**src/kmi_pkg.sv**
```systemverilog
`timescale 1ns / 1ps

package kmi_pkg;

  // Matrix geometry: eight columns per row, bit row*8+col
  localparam int MAT_W = 64;
  localparam int COL_N = 8;
  localparam int BIT_W = 6;
  localparam int CNT_W = 8;

  // Configuration port
  localparam int CFG_AW = 4;
  localparam int CFG_DW = 32;
  localparam logic [1:0] REG_PULSE = 2'd0;
  localparam logic [1:0] REG_GAP   = 2'd1;
  localparam logic [1:0] REG_HOLD  = 2'd2;

  // Request operation codes
  localparam logic [2:0] FN_TICK       = 3'd0;
  localparam logic [2:0] FN_HOST_DOWN  = 3'd1;
  localparam logic [2:0] FN_HOST_UP    = 3'd2;
  localparam logic [2:0] FN_PULSE      = 3'd3;
  localparam logic [2:0] FN_SHIFT_SYNC = 3'd4;
  localparam logic [2:0] FN_CLEAR      = 3'd5;

  // Shift key location
  localparam logic [2:0] SHIFT_ROW = 3'd7;
  localparam logic [2:0] SHIFT_COL = 3'd0;
  localparam int         SHIFT_BIT = 56;

  typedef struct packed {
    logic [2:0] func;
    logic [2:0] key_row;
    logic [2:0] key_col;
    logic       flag;
  } in_req_t;

  typedef struct packed {
    logic [MAT_W-1:0] matrix;
    logic             pending;
    logic             accepted;
  } out_res_t;

  typedef struct packed {
    logic       shift;
    logic [2:0] col;
    logic [2:0] row;
  } ring_ent_t;

  // Control into the hold counter unit
  typedef struct packed {
    logic             load;
    logic             clr;
    logic             clr_all;
    logic             walk_start;
    logic [BIT_W-1:0] idx;
    logic [CNT_W-1:0] val;
  } hold_req_t;

  typedef struct packed {
    logic             rel_vld;
    logic [BIT_W-1:0] rel_idx;
    logic             walk_done;
    logic             others_act;
  } hold_sts_t;

  // Control into the pulse engine
  typedef struct packed {
    logic      enq;
    logic      tick;
    logic      clr_all;
    ring_ent_t ent;
  } pulse_req_t;

  typedef struct packed {
    logic             idle;
    logic             busy;
    logic             full;
    logic [MAT_W-1:0] press_mask;
    logic [MAT_W-1:0] rel_mask;
  } pulse_sts_t;

  function automatic logic [MAT_W-1:0] key_mask(input logic [2:0] row, input logic [2:0] col);
    key_mask = MAT_W'(1) << {row, col};
  endfunction

endpackage

```
**src/key_matrix_injector_with_pulse_queue.sv**
```systemverilog
`timescale 1ns / 1ps

// Keyboard matrix injector with a typed-pulse queue.
// Requests enter on in_req and are taken at a clock edge with start high and
// busy low. Each request yields one result on out_res, marked by out_valid for
// a single cycle; the receiver has no way to stall it, so it must take it then.
// Host down, host up, pulse, shift sync and clear need no wait state:
// out_valid rises the cycle after the request and busy stays low, so one such
// request can be taken every cycle.
// A tick walks the hold counter memory one entry per cycle through its single
// read port, so busy stays high through the pulse step, the walk and the shift step;
// the result strobe comes in the cycle busy drops, when the next request may enter.
// Registers pulse_frames, gap_frames and hold_frames sit on the APB port at
// byte addresses 0, 4 and 8; write them only while the block is idle.
// Synchronous reset (rst_n low) empties the matrix, host state, counters and
// pulse queue, and loads the register defaults 3, 2 and 2. No clearing pass is
// needed: counter entries carry active bits cleared at once.
module key_matrix_injector_with_pulse_queue #(
  parameter int ROWS        = 8,
  parameter int QUEUE_SLOTS = 16
) (
  input  logic                         clk,
  input  logic                         rst_n,
  input  logic                         start,
  output logic                         busy,
  input  kmi_pkg::in_req_t             in_req,
  output logic                         out_valid,
  output kmi_pkg::out_res_t            out_res,
  input  logic                         psel,
  input  logic                         penable,
  input  logic                         pwrite,
  input  logic [kmi_pkg::CFG_AW-1:0]   paddr,
  input  logic [kmi_pkg::CFG_DW-1:0]   pwdata,
  output logic [kmi_pkg::CFG_DW-1:0]   prdata,
  output logic                         pready
);

  localparam logic [1:0] S_IDLE  = 2'd0;
  localparam logic [1:0] S_PT    = 2'd1;
  localparam logic [1:0] S_WALK  = 2'd2;
  localparam logic [1:0] S_SHIFT = 2'd3;

  logic [1:0]                state_r, state_nxt;
  logic [kmi_pkg::MAT_W-1:0] emu_r, emu_nxt;
  logic [kmi_pkg::MAT_W-1:0] host_r, host_nxt;
  logic                      pend_r, pend_nxt;
  logic                      out_vld_r, out_vld_nxt;
  logic                      acc_r, acc_nxt;
  logic [7:0]                pf_r, gf_r, hf_r;

  kmi_pkg::hold_req_t  hreq;
  kmi_pkg::hold_sts_t  hsts;
  kmi_pkg::pulse_req_t preq;
  kmi_pkg::pulse_sts_t psts;

  logic                      accept;
  logic                      row_ok, shift_ok;
  logic                      others;
  logic                      cfg_we;
  logic [kmi_pkg::MAT_W-1:0] key_m, shift_m;
  logic [kmi_pkg::BIT_W-1:0] key_idx;

  assign accept   = start && !busy;
  assign row_ok   = ({1'b0, in_req.key_row} < 4'(ROWS));
  assign shift_ok = ({1'b0, kmi_pkg::SHIFT_ROW} < 4'(ROWS));
  assign key_m    = kmi_pkg::key_mask(in_req.key_row, in_req.key_col);
  assign shift_m  = kmi_pkg::key_mask(kmi_pkg::SHIFT_ROW, kmi_pkg::SHIFT_COL);
  assign key_idx  = {in_req.key_row, in_req.key_col};
  assign others   = (|(host_r & ~shift_m)) || hsts.others_act || psts.busy;

  kmi_hold #(
    .ROWS (ROWS)
  ) u_hold (
    .clk   (clk),
    .rst_n (rst_n),
    .req   (hreq),
    .sts   (hsts)
  );

  kmi_pulse #(
    .QUEUE_SLOTS (QUEUE_SLOTS)
  ) u_pulse (
    .clk          (clk),
    .rst_n        (rst_n),
    .req          (preq),
    .pulse_frames (pf_r),
    .gap_frames   (gf_r),
    .sts          (psts)
  );

  // Pulse engine requests
  always_comb begin
    preq.enq     = (state_r == S_IDLE) && accept && (in_req.func == kmi_pkg::FN_PULSE)
                 && row_ok;
    preq.tick    = (state_r == S_PT);
    preq.clr_all = (state_r == S_IDLE) && accept && (in_req.func == kmi_pkg::FN_CLEAR);
    preq.ent.shift = in_req.flag;
    preq.ent.col   = in_req.key_col;
    preq.ent.row   = in_req.key_row;
  end

  // Request sequencer
  always_comb begin
    state_nxt   = state_r;
    emu_nxt     = emu_r;
    host_nxt    = host_r;
    pend_nxt    = pend_r;
    out_vld_nxt = 1'b0;
    acc_nxt     = acc_r;
    hreq        = '0;
    hreq.idx    = key_idx;
    hreq.val    = hf_r;
    case (state_r)
      S_IDLE: begin
        if (accept) begin
          out_vld_nxt = 1'b1;
          acc_nxt     = 1'b1;
          case (in_req.func)
            kmi_pkg::FN_TICK: begin
              out_vld_nxt = 1'b0;
              state_nxt   = S_PT;
            end
            kmi_pkg::FN_HOST_DOWN: begin
              if (row_ok) begin
                host_nxt = host_r | key_m;
                emu_nxt  = emu_r | key_m;
                hreq.clr = 1'b1;
              end
            end
            kmi_pkg::FN_HOST_UP: begin
              if (row_ok) begin
                host_nxt  = host_r & ~key_m;
                hreq.load = 1'b1;
                if (hf_r == '0) emu_nxt = emu_r & ~key_m;
              end
            end
            kmi_pkg::FN_PULSE: begin
              if (row_ok) begin
                emu_nxt = emu_r | psts.press_mask;
                acc_nxt = psts.idle || !psts.full;
              end
            end
            kmi_pkg::FN_SHIFT_SYNC: begin
              hreq.idx = kmi_pkg::BIT_W'(kmi_pkg::SHIFT_BIT);
              if (in_req.flag) begin
                pend_nxt = 1'b0;
                if (shift_ok) begin
                  host_nxt = host_r | shift_m;
                  emu_nxt  = emu_r | shift_m;
                  hreq.clr = 1'b1;
                end
              end else if (others) begin
                pend_nxt = 1'b1;
              end else if (shift_ok) begin
                host_nxt  = host_r & ~shift_m;
                hreq.load = 1'b1;
                if (hf_r == '0) emu_nxt = emu_r & ~shift_m;
              end
            end
            kmi_pkg::FN_CLEAR: begin
              emu_nxt      = '0;
              host_nxt     = '0;
              pend_nxt     = 1'b0;
              hreq.clr_all = 1'b1;
            end
            default: begin
            end
          endcase
        end
      end
      // Pulse step, then host-held keys pressed, then counter walk
      S_PT: begin
        emu_nxt         = ((emu_r & ~psts.rel_mask) | psts.press_mask) | host_r;
        hreq.walk_start = 1'b1;
        state_nxt       = S_WALK;
      end
      S_WALK: begin
        if (hsts.rel_vld) emu_nxt = emu_r & ~(kmi_pkg::MAT_W'(1) << hsts.rel_idx);
        if (hsts.walk_done) state_nxt = S_SHIFT;
      end
      // Deferred shift release once nothing else is active
      S_SHIFT: begin
        hreq.idx = kmi_pkg::BIT_W'(kmi_pkg::SHIFT_BIT);
        if (pend_r && !others) begin
          pend_nxt = 1'b0;
          host_nxt = host_r & ~shift_m;
          hreq.clr = shift_ok;
          emu_nxt  = emu_r & ~shift_m;
        end
        out_vld_nxt = 1'b1;
        acc_nxt     = 1'b1;
        state_nxt   = S_IDLE;
      end
      default: begin
        state_nxt = S_IDLE;
      end
    endcase
  end

  always_ff @(posedge clk) begin
    if (!rst_n) begin
      state_r   <= S_IDLE;
      emu_r     <= '0;
      host_r    <= '0;
      pend_r    <= 1'b0;
      out_vld_r <= 1'b0;
      acc_r     <= 1'b1;
    end else begin
      state_r   <= state_nxt;
      emu_r     <= emu_nxt;
      host_r    <= host_nxt;
      pend_r    <= pend_nxt;
      out_vld_r <= out_vld_nxt;
      acc_r     <= acc_nxt;
    end
  end

  // Configuration registers
  assign cfg_we = psel && penable && pwrite && pready;
  assign pready = 1'b1;

  always_ff @(posedge clk) begin
    if (!rst_n) begin
      pf_r <= 8'd3;
      gf_r <= 8'd2;
      hf_r <= 8'd2;
    end else if (cfg_we) begin
      case (paddr[3:2])
        kmi_pkg::REG_PULSE: pf_r <= pwdata[7:0];
        kmi_pkg::REG_GAP:   gf_r <= pwdata[7:0];
        kmi_pkg::REG_HOLD:  hf_r <= pwdata[7:0];
        default: begin
        end
      endcase
    end
  end

  always_comb begin
    case (paddr[3:2])
      kmi_pkg::REG_PULSE: prdata = {24'd0, pf_r};
      kmi_pkg::REG_GAP:   prdata = {24'd0, gf_r};
      kmi_pkg::REG_HOLD:  prdata = {24'd0, hf_r};
      default:            prdata = '0;
    endcase
  end

  // Result ports show the state left by the request
  assign busy             = (state_r != S_IDLE);
  assign out_valid        = out_vld_r;
  assign out_res.matrix   = emu_r;
  assign out_res.pending  = !psts.idle;
  assign out_res.accepted = acc_r;

  a_out_idle: assert property (@(posedge clk) disable iff (!rst_n)
    out_vld_r |-> (state_r == S_IDLE))
    else $error("result strobe outside idle");

  a_short_done: assert property (@(posedge clk) disable iff (!rst_n)
    (accept && (in_req.func != kmi_pkg::FN_TICK)) |=> out_vld_r)
    else $error("one-cycle request gave no result");

  a_tick_enter: assert property (@(posedge clk) disable iff (!rst_n)
    (accept && (in_req.func == kmi_pkg::FN_TICK)) |=> ((state_r == S_PT) && !out_vld_r))
    else $error("tick did not enter pulse step");

  a_shift_done: assert property (@(posedge clk) disable iff (!rst_n)
    (state_r == S_SHIFT) |=> (out_vld_r && (state_r == S_IDLE)))
    else $error("tick ended without result");

  a_walk_done: assert property (@(posedge clk) disable iff (!rst_n)
    hsts.walk_done |-> (state_r == S_WALK))
    else $error("counter walk finished outside walk state");

endmodule

```
**src/kmi_hold.sv**
```systemverilog
`timescale 1ns / 1ps

module kmi_hold #(
  parameter int ROWS = 8
) (
  input  logic                clk,
  input  logic                rst_n,
  input  kmi_pkg::hold_req_t  req,
  output kmi_pkg::hold_sts_t  sts
);

  localparam int DEPTH = ROWS * kmi_pkg::COL_N;
  localparam int AW    = $clog2(DEPTH);

  // Hold counters; an entry without its active bit reads as zero
  logic [kmi_pkg::CNT_W-1:0] mem [DEPTH];
  logic [kmi_pkg::CNT_W-1:0] rd_r;
  logic [DEPTH-1:0]          act_r, act_nxt;

  logic          walking_r, walking_nxt;
  logic [AW-1:0] wcnt_r, wcnt_nxt;
  logic          p1_vld_r;
  logic [AW-1:0] p1_idx_r;

  logic                      req_ok;
  logic [AW-1:0]             req_a;
  logic                      we;
  logic [AW-1:0]             wa;
  logic [kmi_pkg::CNT_W-1:0] wd;
  logic [kmi_pkg::CNT_W-1:0] dec;
  logic                      hit;
  logic                      rel;
  logic                      others;

  assign req_ok = ({1'b0, req.idx} < (kmi_pkg::BIT_W + 1)'(DEPTH));
  assign req_a  = req.idx[AW-1:0];

  // Second walk stage: decrement the entry read last cycle
  assign hit = p1_vld_r && act_r[p1_idx_r];
  assign dec = rd_r - 1'b1;
  assign rel = hit && (dec == '0);

  // Single write port: walk write-back or host release load
  always_comb begin
    we = 1'b0;
    wa = req_a;
    wd = req.val;
    if (hit) begin
      we = 1'b1;
      wa = p1_idx_r;
      wd = dec;
    end else if (req.load && req_ok) begin
      we = 1'b1;
    end
  end

  // Active bits
  always_comb begin
    act_nxt = act_r;
    if (req.clr_all) begin
      act_nxt = '0;
    end else begin
      if (req.load && req_ok) act_nxt[req_a] = (req.val != '0);
      if (req.clr && req_ok)  act_nxt[req_a] = 1'b0;
      if (rel)                act_nxt[p1_idx_r] = 1'b0;
    end
  end

  // Walk address counter
  always_comb begin
    walking_nxt = walking_r;
    wcnt_nxt    = wcnt_r;
    if (req.walk_start) begin
      walking_nxt = 1'b1;
      wcnt_nxt    = '0;
    end else if (walking_r) begin
      if (wcnt_r == AW'(DEPTH - 1)) begin
        walking_nxt = 1'b0;
      end else begin
        wcnt_nxt = wcnt_r + 1'b1;
      end
    end
  end

  // Any counter running apart from shift's
  always_comb begin
    others = 1'b0;
    for (int i = 0; i < DEPTH; i++) begin
      if (i != kmi_pkg::SHIFT_BIT) others = others | act_r[i];
    end
  end

  always_ff @(posedge clk) begin
    if (!rst_n) begin
      act_r     <= '0;
      walking_r <= 1'b0;
      wcnt_r    <= '0;
      p1_vld_r  <= 1'b0;
    end else begin
      act_r     <= act_nxt;
      walking_r <= walking_nxt;
      wcnt_r    <= wcnt_nxt;
      p1_vld_r  <= walking_r;
    end
  end

  always_ff @(posedge clk) begin
    p1_idx_r <= wcnt_r;
  end

  // Counter memory, one write and one registered read
  always_ff @(posedge clk) begin
    if (we) mem[wa] <= wd;
    rd_r <= mem[wcnt_r];
  end

  assign sts.rel_vld    = rel;
  assign sts.rel_idx    = kmi_pkg::BIT_W'(p1_idx_r);
  assign sts.walk_done  = p1_vld_r && (p1_idx_r == AW'(DEPTH - 1));
  assign sts.others_act = others;

endmodule

```
**src/kmi_pulse.sv**
```systemverilog
`timescale 1ns / 1ps

module kmi_pulse #(
  parameter int QUEUE_SLOTS = 16
) (
  input  logic                 clk,
  input  logic                 rst_n,
  input  kmi_pkg::pulse_req_t  req,
  input  logic [7:0]           pulse_frames,
  input  logic [7:0]           gap_frames,
  output kmi_pkg::pulse_sts_t  sts
);

  localparam int QW = $clog2(QUEUE_SLOTS);

  // Pulse ring, read at the head every cycle
  kmi_pkg::ring_ent_t ring [QUEUE_SLOTS];
  kmi_pkg::ring_ent_t ring_rd_r;

  logic [QW-1:0] head_r, head_nxt;
  logic [QW-1:0] tail_r, tail_nxt;
  logic [7:0]    gap_r, gap_nxt;
  logic          busy_r, busy_nxt;
  kmi_pkg::ring_ent_t cur_r, cur_nxt;
  logic [7:0]    frames_r, frames_nxt;

  logic [QW-1:0] head_inc, tail_inc;
  logic          empty, full, idle;
  logic          we;
  logic          st_vld;
  kmi_pkg::ring_ent_t st_ent;
  logic [7:0]    fdec;
  logic [kmi_pkg::MAT_W-1:0] press_m, rel_m;

  assign head_inc = (head_r == QW'(QUEUE_SLOTS - 1)) ? '0 : head_r + 1'b1;
  assign tail_inc = (tail_r == QW'(QUEUE_SLOTS - 1)) ? '0 : tail_r + 1'b1;
  assign empty    = (head_r == tail_r);
  assign full     = (tail_inc == head_r);
  assign idle     = !busy_r && (gap_r == '0) && empty;
  assign fdec     = (frames_r == '0) ? '0 : frames_r - 1'b1;

  // Clear, enqueue, start and tick step
  always_comb begin
    head_nxt   = head_r;
    tail_nxt   = tail_r;
    gap_nxt    = gap_r;
    busy_nxt   = busy_r;
    cur_nxt    = cur_r;
    frames_nxt = frames_r;
    we         = 1'b0;
    st_vld     = 1'b0;
    st_ent     = req.ent;
    rel_m      = '0;
    if (req.clr_all) begin
      busy_nxt = 1'b0;
      gap_nxt  = '0;
      head_nxt = '0;
      tail_nxt = '0;
    end else if (req.enq) begin
      if (idle) begin
        st_vld = 1'b1;
      end else if (!full) begin
        we       = 1'b1;
        tail_nxt = tail_inc;
      end
    end else if (req.tick) begin
      if (gap_r != '0) begin
        gap_nxt = gap_r - 1'b1;
        // gap ran out: next queued pulse starts
        if ((gap_r == 8'd1) && !empty) begin
          st_vld   = 1'b1;
          st_ent   = ring_rd_r;
          head_nxt = head_inc;
        end
      end else if (busy_r) begin
        if (fdec == '0) begin
          rel_m = kmi_pkg::key_mask(cur_r.row, cur_r.col)
                | (cur_r.shift ? kmi_pkg::key_mask(kmi_pkg::SHIFT_ROW, kmi_pkg::SHIFT_COL)
                               : '0);
          busy_nxt = 1'b0;
          if (!empty) gap_nxt = (gap_frames == '0) ? 8'd1 : gap_frames;
        end else begin
          frames_nxt = fdec;
        end
      end
    end
    press_m = '0;
    if (st_vld) begin
      cur_nxt    = st_ent;
      frames_nxt = pulse_frames;
      busy_nxt   = 1'b1;
      press_m    = kmi_pkg::key_mask(st_ent.row, st_ent.col)
                 | (st_ent.shift ? kmi_pkg::key_mask(kmi_pkg::SHIFT_ROW, kmi_pkg::SHIFT_COL)
                                 : '0);
    end
  end

  always_ff @(posedge clk) begin
    if (!rst_n) begin
      head_r <= '0;
      tail_r <= '0;
      gap_r  <= '0;
      busy_r <= 1'b0;
    end else begin
      head_r <= head_nxt;
      tail_r <= tail_nxt;
      gap_r  <= gap_nxt;
      busy_r <= busy_nxt;
    end
  end

  always_ff @(posedge clk) begin
    cur_r    <= cur_nxt;
    frames_r <= frames_nxt;
  end

  // Ring memory
  always_ff @(posedge clk) begin
    if (we) ring[tail_r] <= req.ent;
    ring_rd_r <= ring[head_r];
  end

  assign sts.idle       = idle;
  assign sts.busy       = busy_r;
  assign sts.full       = full;
  assign sts.press_mask = press_m;
  assign sts.rel_mask   = rel_m;

endmodule

```
**config.mk**
```make
export PLATFORM = sky130hd
export DESIGN_NAME = key_matrix_injector_with_pulse_queue
export DESIGN_NICKNAME = d
export VERILOG_FILES = /design/src/kmi_pkg.sv /design/src/key_matrix_injector_with_pulse_queue.sv /design/src/kmi_hold.sv /design/src/kmi_pulse.sv
export SDC_FILE = /design/constraint.sdc
export NUM_CORES = 2
export LEC_CHECK = 0
export ABC_AREA = 0
export BUFFER_PORTS_ARGS = -buffer_cell sky130_fd_sc_hd__buf_2
export CAP_MARGIN = 20
export CORE_AREA = 2 2 301 303
export CTS_CLUSTER_SIZE = 8
export DETAILED_ROUTE_END_ITERATION = 6
export DIE_AREA = 0 0 303 305
export PLACE_DENSITY = 0.67
export SLEW_MARGIN = 30
export SYNTH_ARGS = -nofsm -noshare
export SYNTH_HDL_FRONTEND = slang
export SYNTH_HIERARCHICAL = 1
export SYNTH_SLANG_ARGS = --single-unit
```
**constraint.sdc**
```tcl
create_clock -name clk -period 5.12 [get_ports clk]
set_input_delay 1.024 -clock clk [delete_from_list [all_inputs] [get_ports clk]]
set_output_delay 1.024 -clock clk [all_outputs]
set_load 0.05 [all_outputs]
```
==> load_flow_metrics.sql <==
INSERT INTO impl_metrics (metric_group, metric, value, unit) VALUES
('sta', 'worst_slack', '0.144', 'ns'),
('run_status', 'failed_checks', 'DRC', ''),
('worst_setup_path', 'critical_path.most_common_cell', 'sky130_fd_sc_hd__buf_4', ''),
('floorplan', 'die_height', '305', 'µm'),
('layout', 'filler_cell_count', '7215', ''),
('power_and_ir_drop', 'power_density', '412', 'nW/µm²'),
('global_route', 'grt_overflow_total', '0', ''),
('clocking', 'tritoncts', 'built', ''),
('clocking', 'cts.htree.levels', '4', ''),
('synthesis', 'ys_seq_elements', '906', ''),
('worst_setup_path', 'worstPathMaxFanout', '8', ''),
('placement', 'placedInstanceArea', '46900', 'µm²'),
('sta', 'clock_period_minus_final_worst_setup_slack', '4.98', 'ns'),
('run_status', 'run_status', 'finished with violations', ''),
('global_route', 'grt_usage', '29.9', '%'),
('detailed_routing', 'wl', '138', 'mm'),
('layout', 'postLayoutCellArea', '50900', 'µm²'),
('floorplan', 'die_area', '92400', 'µm²'),
('clocking', 'post_cts.repair.setup_buffers', '0', ''),
('synthesis', 'number_of_distinct_standard_cells_referenced_by_the_synthesized_netlist', '100', ''),
('synthesis', 'synth_area_per_cell', '11.5', 'µm²'),
('global_route', 'antenna_found_initial', '0', ''),
('detailed_routing', 'via_count', '34600', ''),
('synthesis', 'leading_post_synthesis_cells_by_cell_area', 'sky130_fd_sc_hd__edfxtp_1 (43%), sky130_fd_sc_hd__dfxtp_1 (12%), sky130_fd_sc_hd__mux4_2 (10%), sky130_fd_sc_hd__o21ai_0 (4.3%), sky130_fd_sc_hd__nor2_1 (3.3%)', ''),
('worst_setup_path', 'critical_path.slowest_cell', 'sky130_fd_sc_hd__or4_1', ''),
('placement', 'hpwl_dp', '90.6', 'mm'),
('synthesis', 'leading_cell_types_by_count_after_synthesis', 'sky130_fd_sc_hd__edfxtp_1 (639), sky130_fd_sc_hd__nor2_1 (393), sky130_fd_sc_hd__o21ai_0 (380)', ''),
('detailed_routing', 'drt_first_iter_violations', '4607', ''),
('sta', 'tightest_slew', '0.994', 'ns'),
('power_and_ir_drop', 'cellLeakagePower', '16.6', 'nW'),
('worst_setup_path', 'rr_startpoint', 'u_hold/act_r[12]', ''),
('layout', 'area_used_by_sequential_logic_in_the_layout', '24500', 'µm²'),
('power_and_ir_drop', 'power', '0.0210', 'W'),
('sta', 'fin_skew', '0.0424', 'ns'),
('flow_run', 'drv_cap', '0', ''),
('worst_hold_path', 'min_delay_worst_endpoint', 'emu_r[51]', ''),
('clocking', 'clk_path_buf_depth', '3', ''),
('detailed_routing', 'detailedRoute.firstPassIterationCount', '7', ''),
('sta', 'slew_headroom', '33.5', '%'),
('clocking', 'clock_sink_total', '906', ''),
('worst_setup_path', 'worst-r2r-setup-slack', '0.14', 'ns'),
('layout', 'flow.area_growth_from_synthesis', '14.7', '%'),
('global_route', 'vias_in_the_first_global_route', '32500', ''),
('sta', 'layout_worst_path_cycle_share', '97.2', '%'),
('worst_hold_path', 'source_of_the_worst_hold_timing_path', 'emu_r[51]', ''),
('detailed_routing', 'route.detailed.wl_per_inst', '26.3', 'µm'),
('sta', 'final_max_slew_viol_count', '0', ''),
('synthesis', 'synth-async-reset-ratio', '0', '%'),
('sta', 'hold_ws', '0.463', 'ns'),
('floorplan', 'design.portCount', '153', ''),
('clocking', 'numCtsBuffers', '132', ''),
('clocking', 'cts.reportedPaths.clkPinSlew', '0.05', 'ns'),
('synthesis', 'synth-edff-count', '639', ''),
('synthesis', 'synth_flop_cell', 'sky130_fd_sc_hd__edfxtp_1', ''),
('floorplan', 'die-width', '303', 'µm'),
('floorplan', 'placeableCoreArea', '89300', 'µm²'),
('detailed_routing', 'postRouteAntennaNets', '0', ''),
('sta', 'timing.final.hold_violations', '0', ''),
('global_route', 'grt_start_max_net_pins', '91', ''),
('global_route', 'grt_first_pass_wirelength', '208', 'mm'),
('worst_hold_path', 'holdPathStages', '2', ''),
('synthesis', 'synth_most_common_cell', 'sky130_fd_sc_hd__edfxtp_1', ''),
('detailed_routing', 'drc', '28', ''),
('worst_setup_path', 'worst-endpoint-required', '5.55', 'ns'),
('synthesis', 'share_of_the_synthesized_area_in_the_top_cell_type', '43.3', '%'),
('synthesis', 'synthCells', '3858', ''),
('placement', 'place.gp.congestion', '1.02', ''),
('worst_setup_path', 'cp.arrival', '5.41', 'ns'),
('worst_setup_path', 'endpoint_kind_of_the_worst_setup_timing_path', 'register', ''),
('worst_hold_path', 'hp-class', 'reg2reg', ''),
('layout', 'final_core_utilization', '57.0', '%');
==> layer usage <==
| layer | share of wire [%] | track usage [%] | vias to the layer above |
|---|---|---|---|
| met4 | 5.8 | 15.4 | 0 |
| li1 | - | - | 15100 |
| met5 | 0 | 0 | - |
| met3 | 9.5 | 5.41 | 443 |
| met1 | 39 | 40.4 | 16900 |
| met2 | 46 | 46.1 | 2086 |
==> cell families after synthesis <==
logic type,synth area share (%)
AOI/OAI and AO/OA,13.8
xor gates and xnor gates,0.375
adders and majority gates,0.451
buffers and inverters,3.81
DFF,55.3
muxes,13.1
other,0.0169
and+or+nand+nor,13.1
==> worst max-delay path, delay by kind of cell, from the launching register on <==
family | cells | cell delay (ns)
and+or+nand+nor | 11 | 2.65
DFF | 1 | 0.33
buffers and inverters | 6 | 1.15
AOI/OAI and AO/OA | 2 | 0.52
==> state kept, by name (all words and copies together) (netlist names), 6 cells and up <==
signal	count
emu_r	64
gf_r	8
hf_r	8
host_r	64
pf_r	8
u_hold/act_r	64
u_hold/mem	512
u_hold/p1_idx_r	6
u_hold/rd_r	8
u_hold/wcnt_r	6
u_pulse/cur_r	7
u_pulse/frames_r	8
u_pulse/gap_r	8
u_pulse/ring	112
u_pulse/ring_rd_r	7
==> how the worst max path moves through the flow <==
stage,end,startpoint,cells after the start,slack (ns)
6_report,u_hold/mem[49][0],u_hold/act_r[12],19,0.14
5_1_grt,u_hold/mem[49][1],u_hold/act_r[2],19,-0.001
4_1_cts,u_hold/mem[49][0],u_hold/act_r[43],19,0.06
3_5_place_dp,u_hold/mem[40][2],u_hold/act_r[44],16,0.13
3_3_place_gp,u_hold/mem[49][6],u_hold/act_r[44],19,0.13
2_1_floorplan,emu_r[9],in_req[7],19,0.55
==> cells in the final DEF (no fill, tap or decap), drive strengths merged, types with 54 or more instances in the layout <==
master,instances
a21o,61
a21oi,229
buf,346
clkbuf,185
dfxtp,267
edfxtp,639
mux2i,107
mux4,205
nand2,356
nand4,86
nor2,393
nor3,90
nor4,54
o21ai,403
o221ai,64
==> where the power goes <==
part	switching (W)	total (W)	internal, W
Combinational	0.00312	0.00459	0.00146
Clock	0.00328	0.00815	0.00487
Sequential	0.000240	0.00825	0.00801
==> layout make-up <==
type | instances | share of cell area (%)
repair buffers | 346 | 4.87
clock inverters | 16 | 0.706
clock buffers | 185 | 6.94
well taps | 1176 | 2.89
inverters | 31 | 0.229
multi-input cells | 2602 | 36.1
diodes | 2 | 0.00984
flip-flops and latches | 906 | 48.3
==> through the flow <==
step           setup TNS, ns  cells
5_1_grt             -0.00237   5262
3_3_place_gp               0   5061
4_1_cts                    0   5262
2_1_floorplan              0   3881
6_report                   0   5264
3_5_place_dp               0   5061
==> repair_timing <==
action,4_1_cts,5_1_grt
resized for setup,0,10
endpoints found under the setup margin,0,409
hold buffers,0,0
hold endpoints to repair,0,0
No activity file was read; power rests on OpenSTA's default activity.
